==> src/rtl/core/tccw_pkg.sv <==
// ----------------------------------------------------------------------------
// tccw_pkg
// shared widths, character codes, register indexes and result type for the
// text console cursor writer
// ----------------------------------------------------------------------------
package tccw_pkg;

   localparam int COL_W  = 7;
   localparam int ROW_W  = 5;
   localparam int CHAR_W = 8;
   localparam int ATTR_W = 8;
   localparam int TAB_W  = 5;
   localparam int CSR_W  = 8;
   localparam int IDX_W  = 1;

   localparam int DEFAULT_SCREEN_COLUMNS = 80;
   localparam int DEFAULT_SCREEN_ROWS    = 25;

   localparam logic [CHAR_W-1:0] CH_BACKSPACE = 8'h08;
   localparam logic [CHAR_W-1:0] CH_TAB       = 8'h09;
   localparam logic [CHAR_W-1:0] CH_NEWLINE   = 8'h0A;
   localparam logic [CHAR_W-1:0] CH_SPACE     = 8'h20;

   localparam logic [ATTR_W-1:0] TEXT_ATTRIBUTE_RESET = 8'h07;
   localparam logic [TAB_W-1:0]  TAB_STEP_RESET       = 5'd4;

   localparam logic [IDX_W-1:0] CSR_TEXT_ATTRIBUTE = 1'd0;
   localparam logic [IDX_W-1:0] CSR_TAB_STEP       = 1'd1;

   typedef struct packed {
      logic [ROW_W-1:0]  row;
      logic [COL_W-1:0]  column;
      logic [CHAR_W-1:0] character;
      logic [ATTR_W-1:0] attribute;
      logic              scroll;
   } cell_type;

endpackage

==> src/rtl/core/tccw_cursor.sv <==
// ----------------------------------------------------------------------------
// tccw_cursor
// next cursor position and written cell for one character
// ----------------------------------------------------------------------------
module tccw_cursor #(
   parameter int SCREEN_COLUMNS = tccw_pkg::DEFAULT_SCREEN_COLUMNS,
   parameter int SCREEN_ROWS    = tccw_pkg::DEFAULT_SCREEN_ROWS
) (
   input  logic [tccw_pkg::CHAR_W-1:0] character,
   input  logic [tccw_pkg::COL_W-1:0]  column,
   input  logic [tccw_pkg::ROW_W-1:0]  row,
   input  logic [tccw_pkg::TAB_W-1:0]  tab_step,
   input  logic [tccw_pkg::ATTR_W-1:0] attribute,
   output logic [tccw_pkg::COL_W-1:0]  column_next,
   output logic [tccw_pkg::ROW_W-1:0]  row_next,
   output logic                        has_cell,
   output tccw_pkg::cell_type          wr_cell
);
   import tccw_pkg::*;

   localparam logic [COL_W-1:0] COLS     = COL_W'(SCREEN_COLUMNS);
   localparam logic [ROW_W-1:0] ROWS     = ROW_W'(SCREEN_ROWS);
   localparam logic [ROW_W-1:0] LAST_ROW = ROW_W'(SCREEN_ROWS - 1);

   logic [ROW_W-1:0]  row_adv;
   logic [COL_W:0]    tab_sum;
   logic [COL_W-1:0]  col_step;
   logic [COL_W-1:0]  col_wr;
   logic [ROW_W-1:0]  row_wr;
   logic              back;
   logic              scroll;

   always_comb begin
      row_adv  = (row < ROWS) ? row + 1'b1 : ROWS;
      tab_sum  = {1'b0, column} + {{(COL_W+1-TAB_W){1'b0}}, tab_step};
      back     = (character == CH_BACKSPACE);
      col_step = column;
      if (back && column != '0) begin
         col_step = column - 1'b1;
      end
      col_wr = col_step;
      row_wr = row;
      if (col_step >= COLS) begin
         col_wr = '0;
         row_wr = row_adv;
      end
      scroll = (row_wr >= ROWS);
      if (scroll) begin
         row_wr = LAST_ROW;
      end

      wr_cell.row       = row_wr;
      wr_cell.column    = col_wr;
      wr_cell.character = back ? CH_SPACE : character;
      wr_cell.attribute = attribute;
      wr_cell.scroll    = scroll;

      unique case (character)
         CH_NEWLINE: begin
            has_cell    = 1'b0;
            row_next    = row_adv;
            column_next = '0;
         end
         CH_TAB: begin
            has_cell    = 1'b0;
            row_next    = row;
            column_next = (tab_sum > {1'b0, COLS}) ? COLS : tab_sum[COL_W-1:0];
         end
         default: begin
            has_cell    = 1'b1;
            row_next    = row_wr;
            column_next = back ? col_wr : col_wr + 1'b1;
         end
      endcase
   end

endmodule

==> src/rtl/core/tccw_out_queue.sv <==
// ----------------------------------------------------------------------------
// tccw_out_queue
// two-entry result queue, decouples the result ready from the input side
// ----------------------------------------------------------------------------
module tccw_out_queue (
   input  logic               clock,
   input  logic               reset,
   input  logic               push,
   input  tccw_pkg::cell_type push_cell,
   output logic               full,
   output logic               rsp_valid,
   input  logic               rsp_ready,
   output tccw_pkg::cell_type rsp_cell
);
   import tccw_pkg::*;

   cell_type   entry_ff [2];
   logic       wr_ptr_ff, wr_ptr_in;
   logic       rd_ptr_ff, rd_ptr_in;
   logic [1:0] count_ff, count_in;
   logic       pop;

   always_comb begin
      pop       = rsp_valid && rsp_ready;
      wr_ptr_in = push ? ~wr_ptr_ff : wr_ptr_ff;
      rd_ptr_in = pop ? ~rd_ptr_ff : rd_ptr_ff;
      count_in  = count_ff + {1'b0, push} - {1'b0, pop};
   end

   always_ff @(posedge clock) begin
      if (reset) begin
         wr_ptr_ff <= 1'b0;
         rd_ptr_ff <= 1'b0;
         count_ff  <= 2'd0;
      end else begin
         wr_ptr_ff <= wr_ptr_in;
         rd_ptr_ff <= rd_ptr_in;
         count_ff  <= count_in;
      end
   end

   always_ff @(posedge clock) begin
      if (push) begin
         entry_ff[wr_ptr_ff] <= push_cell;
      end
   end

   assign full      = (count_ff == 2'd2);
   assign rsp_valid = (count_ff != 2'd0);
   assign rsp_cell  = entry_ff[rd_ptr_ff];

endmodule

==> src/rtl/core/text_console_cursor_writer.sv <==
// ----------------------------------------------------------------------------
// text_console_cursor_writer
// path: an accepted item goes to the input register, then the cursor update
// pushes its cell, if any, into a two-entry result queue (held while full)
// throughput: one item per cycle unless held, set by the cursor update loop
// reset: cursor to row 0 column 0, attribute 0x07, tab step 4, queue empty
// ----------------------------------------------------------------------------
module text_console_cursor_writer #(
   parameter int SCREEN_COLUMNS = tccw_pkg::DEFAULT_SCREEN_COLUMNS,
   parameter int SCREEN_ROWS    = tccw_pkg::DEFAULT_SCREEN_ROWS
) (
   input  logic                        clock,
   input  logic                        reset,
   input  logic                        req_valid,
   output logic                        req_ready,
   input  logic [tccw_pkg::CHAR_W-1:0] req_character,
   output logic                        rsp_valid,
   input  logic                        rsp_ready,
   output logic [tccw_pkg::ROW_W-1:0]  rsp_cell_row,
   output logic [tccw_pkg::COL_W-1:0]  rsp_cell_column,
   output logic [tccw_pkg::CHAR_W-1:0] rsp_cell_character,
   output logic [tccw_pkg::ATTR_W-1:0] rsp_cell_attribute,
   output logic                        rsp_scroll_first,
   input  logic                        csr_write_enable,
   input  logic [tccw_pkg::IDX_W-1:0]  csr_index,
   input  logic [tccw_pkg::CSR_W-1:0]  csr_write_data
);
   import tccw_pkg::*;

   localparam logic [COL_W-1:0] COLS     = COL_W'(SCREEN_COLUMNS);
   localparam logic [ROW_W-1:0] ROWS     = ROW_W'(SCREEN_ROWS);
   localparam logic [ROW_W-1:0] LAST_ROW = ROW_W'(SCREEN_ROWS - 1);

   logic              in_valid_ff, in_valid_in;
   logic [CHAR_W-1:0] in_char_ff;
   logic [COL_W-1:0]  column_ff, column_in;
   logic [ROW_W-1:0]  row_ff, row_in;
   logic [ATTR_W-1:0] attribute_ff;
   logic [TAB_W-1:0]  tab_step_ff;
   logic              has_cell;
   cell_type          wr_cell;
   cell_type          rsp_cell;
   logic              queue_full;
   logic              advance;
   logic              push;
   logic              accept;

   tccw_cursor #(
      .SCREEN_COLUMNS(SCREEN_COLUMNS),
      .SCREEN_ROWS   (SCREEN_ROWS)
   ) u_cursor (
      .character  (in_char_ff),
      .column     (column_ff),
      .row        (row_ff),
      .tab_step   (tab_step_ff),
      .attribute  (attribute_ff),
      .column_next(column_in),
      .row_next   (row_in),
      .has_cell   (has_cell),
      .wr_cell    (wr_cell)
   );

   tccw_out_queue u_queue (
      .clock    (clock),
      .reset    (reset),
      .push     (push),
      .push_cell(wr_cell),
      .full     (queue_full),
      .rsp_valid(rsp_valid),
      .rsp_ready(rsp_ready),
      .rsp_cell (rsp_cell)
   );

   always_comb begin
      advance     = in_valid_ff && !(has_cell && queue_full);
      push        = advance && has_cell;
      req_ready   = !in_valid_ff || advance;
      accept      = req_valid && req_ready;
      in_valid_in = accept || (in_valid_ff && !advance);
   end

   always_ff @(posedge clock) begin
      if (reset) begin
         in_valid_ff  <= 1'b0;
         column_ff    <= '0;
         row_ff       <= '0;
         attribute_ff <= TEXT_ATTRIBUTE_RESET;
         tab_step_ff  <= TAB_STEP_RESET;
      end else begin
         in_valid_ff <= in_valid_in;
         if (advance) begin
            column_ff <= column_in;
            row_ff    <= row_in;
         end
         if (csr_write_enable) begin
            unique case (csr_index)
               CSR_TEXT_ATTRIBUTE: attribute_ff <= csr_write_data[ATTR_W-1:0];
               CSR_TAB_STEP:       tab_step_ff  <= csr_write_data[TAB_W-1:0];
               default: begin
               end
            endcase
         end
      end
   end

   always_ff @(posedge clock) begin
      if (accept) begin
         in_char_ff <= req_character;
      end
   end

   assign rsp_cell_row       = rsp_cell.row;
   assign rsp_cell_column    = rsp_cell.column;
   assign rsp_cell_character = rsp_cell.character;
   assign rsp_cell_attribute = rsp_cell.attribute;
   assign rsp_scroll_first   = rsp_cell.scroll;

   // cursor stays within the screen plus the wrap and pending-scroll marks
   a_cursor_range: assert property (@(posedge clock) disable iff (reset)
      (column_ff <= COLS) && (row_ff <= ROWS))
      else $error("cursor out of range");

   // a scroll always writes the bottom row
   a_scroll_row: assert property (@(posedge clock) disable iff (reset)
      (rsp_valid && rsp_scroll_first) |-> (rsp_cell_row == LAST_ROW))
      else $error("scroll with wrong row");

   // a written cell lies on the screen
   a_cell_range: assert property (@(posedge clock) disable iff (reset)
      rsp_valid |-> ((rsp_cell_column < COLS) && (rsp_cell_row < ROWS)))
      else $error("cell off screen");

   // a held item with a cell never overruns a full queue
   a_no_overrun: assert property (@(posedge clock) disable iff (reset)
      (in_valid_ff && has_cell && queue_full) |=> in_valid_ff)
      else $error("item lost on full queue");

endmodule
==> config.mk <==
export PLATFORM = sky130hd
export DESIGN_NAME = text_console_cursor_writer
export DESIGN_NICKNAME = d
export VERILOG_FILES = /design/src/rtl/core/tccw_pkg.sv /design/src/rtl/core/tccw_cursor.sv /design/src/rtl/core/tccw_out_queue.sv /design/src/rtl/core/text_console_cursor_writer.sv
export SDC_FILE = /design/constraint.sdc
export NUM_CORES = 1
export LEC_CHECK = 0
export BUFFER_PORTS_ARGS = -buffer_cell sky130_fd_sc_hd__buf_2
export CAP_MARGIN = 20
export CELL_PAD_IN_SITES_DETAIL_PLACEMENT = 0
export CELL_PAD_IN_SITES_GLOBAL_PLACEMENT = 1
export CORE_UTILIZATION = 45
export DETAILED_ROUTE_END_ITERATION = 10
export PLACE_DENSITY = 0.77
export SETUP_SLACK_MARGIN = 0.4
export SYNTH_ARGS = -nofsm -noshare
export SYNTH_HDL_FRONTEND = slang
export SYNTH_HIERARCHICAL = 1
export SYNTH_SLANG_ARGS = --single-unit
export TNS_END_PERCENT = 5
==> constraint.sdc <==
create_clock -name clock -period 9.51 [get_ports clock]
set_input_delay 1.902 -clock clock [delete_from_list [all_inputs] [get_ports clock]]
set_output_delay 1.902 -clock clock [all_outputs]
set_load 0.01 [all_outputs]
==> results by group <==
Drt
  • DRC: 0
  • DRT Pass-1 Iters: 4
  • DRT antenna net count: 0
  • Via/cell ratio: 5.41
  • Routed via count: 3,302
  • Drt total wl: 9.63 mm
  • Iter 0 DRT Violations: 145
  • Routed len/inst: 15.8 µm

Timing
  • Final min period: 4.54 ns
  • Max Freq: 0.220 GHz
  • Setup-failing EPs final: 0
  • Slew Limit Fails: 0
  • Max-slew headroom: 40.4%
  • Worst hold margin: 0.461 ns
  • Skew final: 0.0175 ns
  • Final WS setup: 4.97 ns
  • Setup TNS: 0 ns
  • Fin crit share: 47.8%
  • Hold Violations, Final: 0
  • Worst-margin pin slew: 0.882 ns
  • RSZ-0062 raised after global routing: no

Synthesis
  • Avg Inst Size Synth: 11.3 µm²
  • Ys flop type: edfxtp_1
  • Post-synth EDFFs: 66
  • Top-area cell type share of the netlist area: 40.0%
  • Yosys reg bits: 97
  • Sequential area share after synthesis: 52.5%
  • Top post-synthesis cells by count: edfxtp_1, nand2_1, dfxtp_1
  • Synth top area cells: edfxtp_1, dfxtp_1, mux2_2, nand2_1, mux2_4
  • Count leader, synth: edfxtp_1
  • Cell Area, Synth: 0.00496 mm²
  • Warnings, synthesis: 6
  • Asr flop ratio synth: 0%
  • Largest area contributor in the synthesized netlist: edfxtp_1
  • Mapped Cells: 437
  • Cell variety after synth: 66
  • Syn nets: 471

GRT
  • Met3 Use GR: 3.53%
  • Antenna violations before repair: 0
  • GR Util met2: 28.1%
  • Vias in the first global route: 3,111
  • Met1 GRT Util: 24.8%
  • Gr ovfl total: 0
  • Largest net degree at the start of global routing: 32
  • First-pass GRT wire length: 15.7 mm
  • Tot GR Track Use: 17.9%
  • Top Usage Layer GRT: met2

Floorplanning
  • Initial Util: 47.2%
  • I/O pin total: 53
  • Die ar.: 0.0114 mm²
  • Die Wd: 107 µm
  • Core ar.: 0.0105 mm²
  • Die Y-Extent: 107 µm
  • Placement Rows: 37

Critical path
  • Startpoint types: flop
  • Worst reg2reg startpoint: in_char_ff[0]
  • Worst setup startpoint: in_char_ff[5]
  • CP max stage delay: 0.55 ns
  • CP Class: reg2out
  • Crit end category: output pin
  • CP required: 7.61 ns
  • Slowest-stage cell, CP: nor4b_4
  • Crit Path Max Fanout: 10
  • Cell chain of the critical path: nor4b_4 -> nand2_1 -> nor2_1 -> inv_1 -> nand3_1 -> buf_2
  • WP data arrival: 2.64 ns

Power and ir drop
  • P per Cell Area: 174 mW/mm²
  • Total power: 0.936 mW
  • Leak: 2.01 nW
  • Worst vdd ir: 0.0702 mV

Min path
  • Min-delay src: attribute_ff[2]
  • HP Class: reg2reg

Clock network
  • Cts-stage hold buffer count: 0
  • Clk sink count: 97
  • Setup Fix Bufs, Post-CTS: 0
  • # H-tree levels: 3
  • Number of buffers created by CTS: 9
  • CTS clk-pin slew, worst paths: 0.09 ns
  • Post-CTS sizing: 0
  • Clock Latency Late Sink: 0.36 ns
  • Clock Path Buffers: 2
  • Root Driver: clkbuf_8
  • TritonCTS clock tree: built

Cells and area
  • Fillcell total: 962
  • Reg area: 0.00260 mm²
  • Fin nets: 503
  • Diode count: 0
  • Share of cells above drive strength 1: 27.8%
  • Area Growth Syn to Fin: 8.35%
  • Final Util: 51.1%
  • Footprint of the multi-input gates: 0.00211 mm²

Place
  • DP HPWL: 6.92 mm
  • Place WS: 5.36 ns
  • Placer Congestion: 0.845
  • I/O Buffers: 52

Flow run
  • Total of max-cap violations: 0

Outcome
  • Run status: finished, final reports clean
## layout by cell type (no fill, tap or decap), types with 7 or more instances in the layout
cell,synthesis,layout
a21oi_1,24,24
edfxtp_1,66,66
nor3_1,7,7
buf_2,4,52
nand2_2,10,10
and2_1,8,8
mux2_4,10,10
nor2_1,20,20
nand2_1,57,57
inv_1,9,9
clkbuf_8,0,10
o21ai_0,7,7
mux2_2,23,23
ha_1,11,11
dfxtp_1,31,31
nand3_1,16,16
## state kept, by name (all words and copies together) (netlist names), named ones only
name,count
attribute_ff,8
column_ff,7
in_char_ff,8
in_valid_ff,1
row_ff,5
tab_step_ff,5
u_queue/count_ff,2
u_queue/entry_ff,58
u_queue/rd_ptr_ff,1
u_queue/wr_ptr_ff,1
## per-layer routing
layer / vias to the layer above / wire, µm
li1: 1653 / -
met5: - / 0
met1: 1573 / 4640
met2: 66 / 4550
met4: 0 / 134
met3: 10 / 310
## critical path, delay by kind of cell (launching register included)
family / cells / cell delay, ns
buf+inv: 2 / 0.45
simple gates: 4 / 1.43
flops: 1 / 0.43
## per-stage QoR
stage               cell area, µm²  std cells
floorplan                     4960        437
global placement              5200        594
detailed placement            5200        594
CTS                           5370        610
global route                  5370        610
finish                        5370        610
## worst paths after layout
| path | endpoint | slack (ns) | cells after the start |
|---|---|---|---|
| worst max-delay path | req_ready | 4.97 | 6 |
| worst min-delay path | u_queue/entry_ff[0][3] | 0.46 | 0 |
| worst max register to register | column_ff[4] | 6.23 | 11 |
| worst min register to register | u_queue/entry_ff[0][3] | 0.46 | 0 |
## cell families (layout without fill, tap and decap cells)
| logic type | count (synthesis) | after routing | share of synthesized area (%) |
|---|---|---|---|
| XOR/XNOR | 11 | 11 | 2.22 |
| multiplexers | 38 | 38 | 9.28 |
| AO/OA/AOI/OAI | 80 | 80 | 11.2 |
| flip-flops | 97 | 97 | 52.5 |
| buffers and inverters | 43 | 80 | 5.02 |
| adder cells (fa/ha/maj) | 12 | 12 | 3.18 |
| AND/OR/NAND/NOR | 156 | 156 | 16.6 |
## area by class of cell
type / count / share of cell area (%)
Inverter: 9 / 0.629
Clock inverter: 5 / 0.605
Multi-Input combinational cell: 297 / 39.3
Clock buffer: 11 / 2.63
Timing Repair Buffer: 55 / 5.26
Tap cell: 136 / 3.17
Sequential cell: 97 / 48.4
## power by group
part           switching, mW  total [mW]  internal [mW]
Sequential            0.0151       0.499          0.484
Combinational          0.104       0.200         0.0961
Clock                  0.135       0.237          0.101
Total                  0.254       0.936          0.682
No activity file was read; power rests on OpenSTA's default activity.
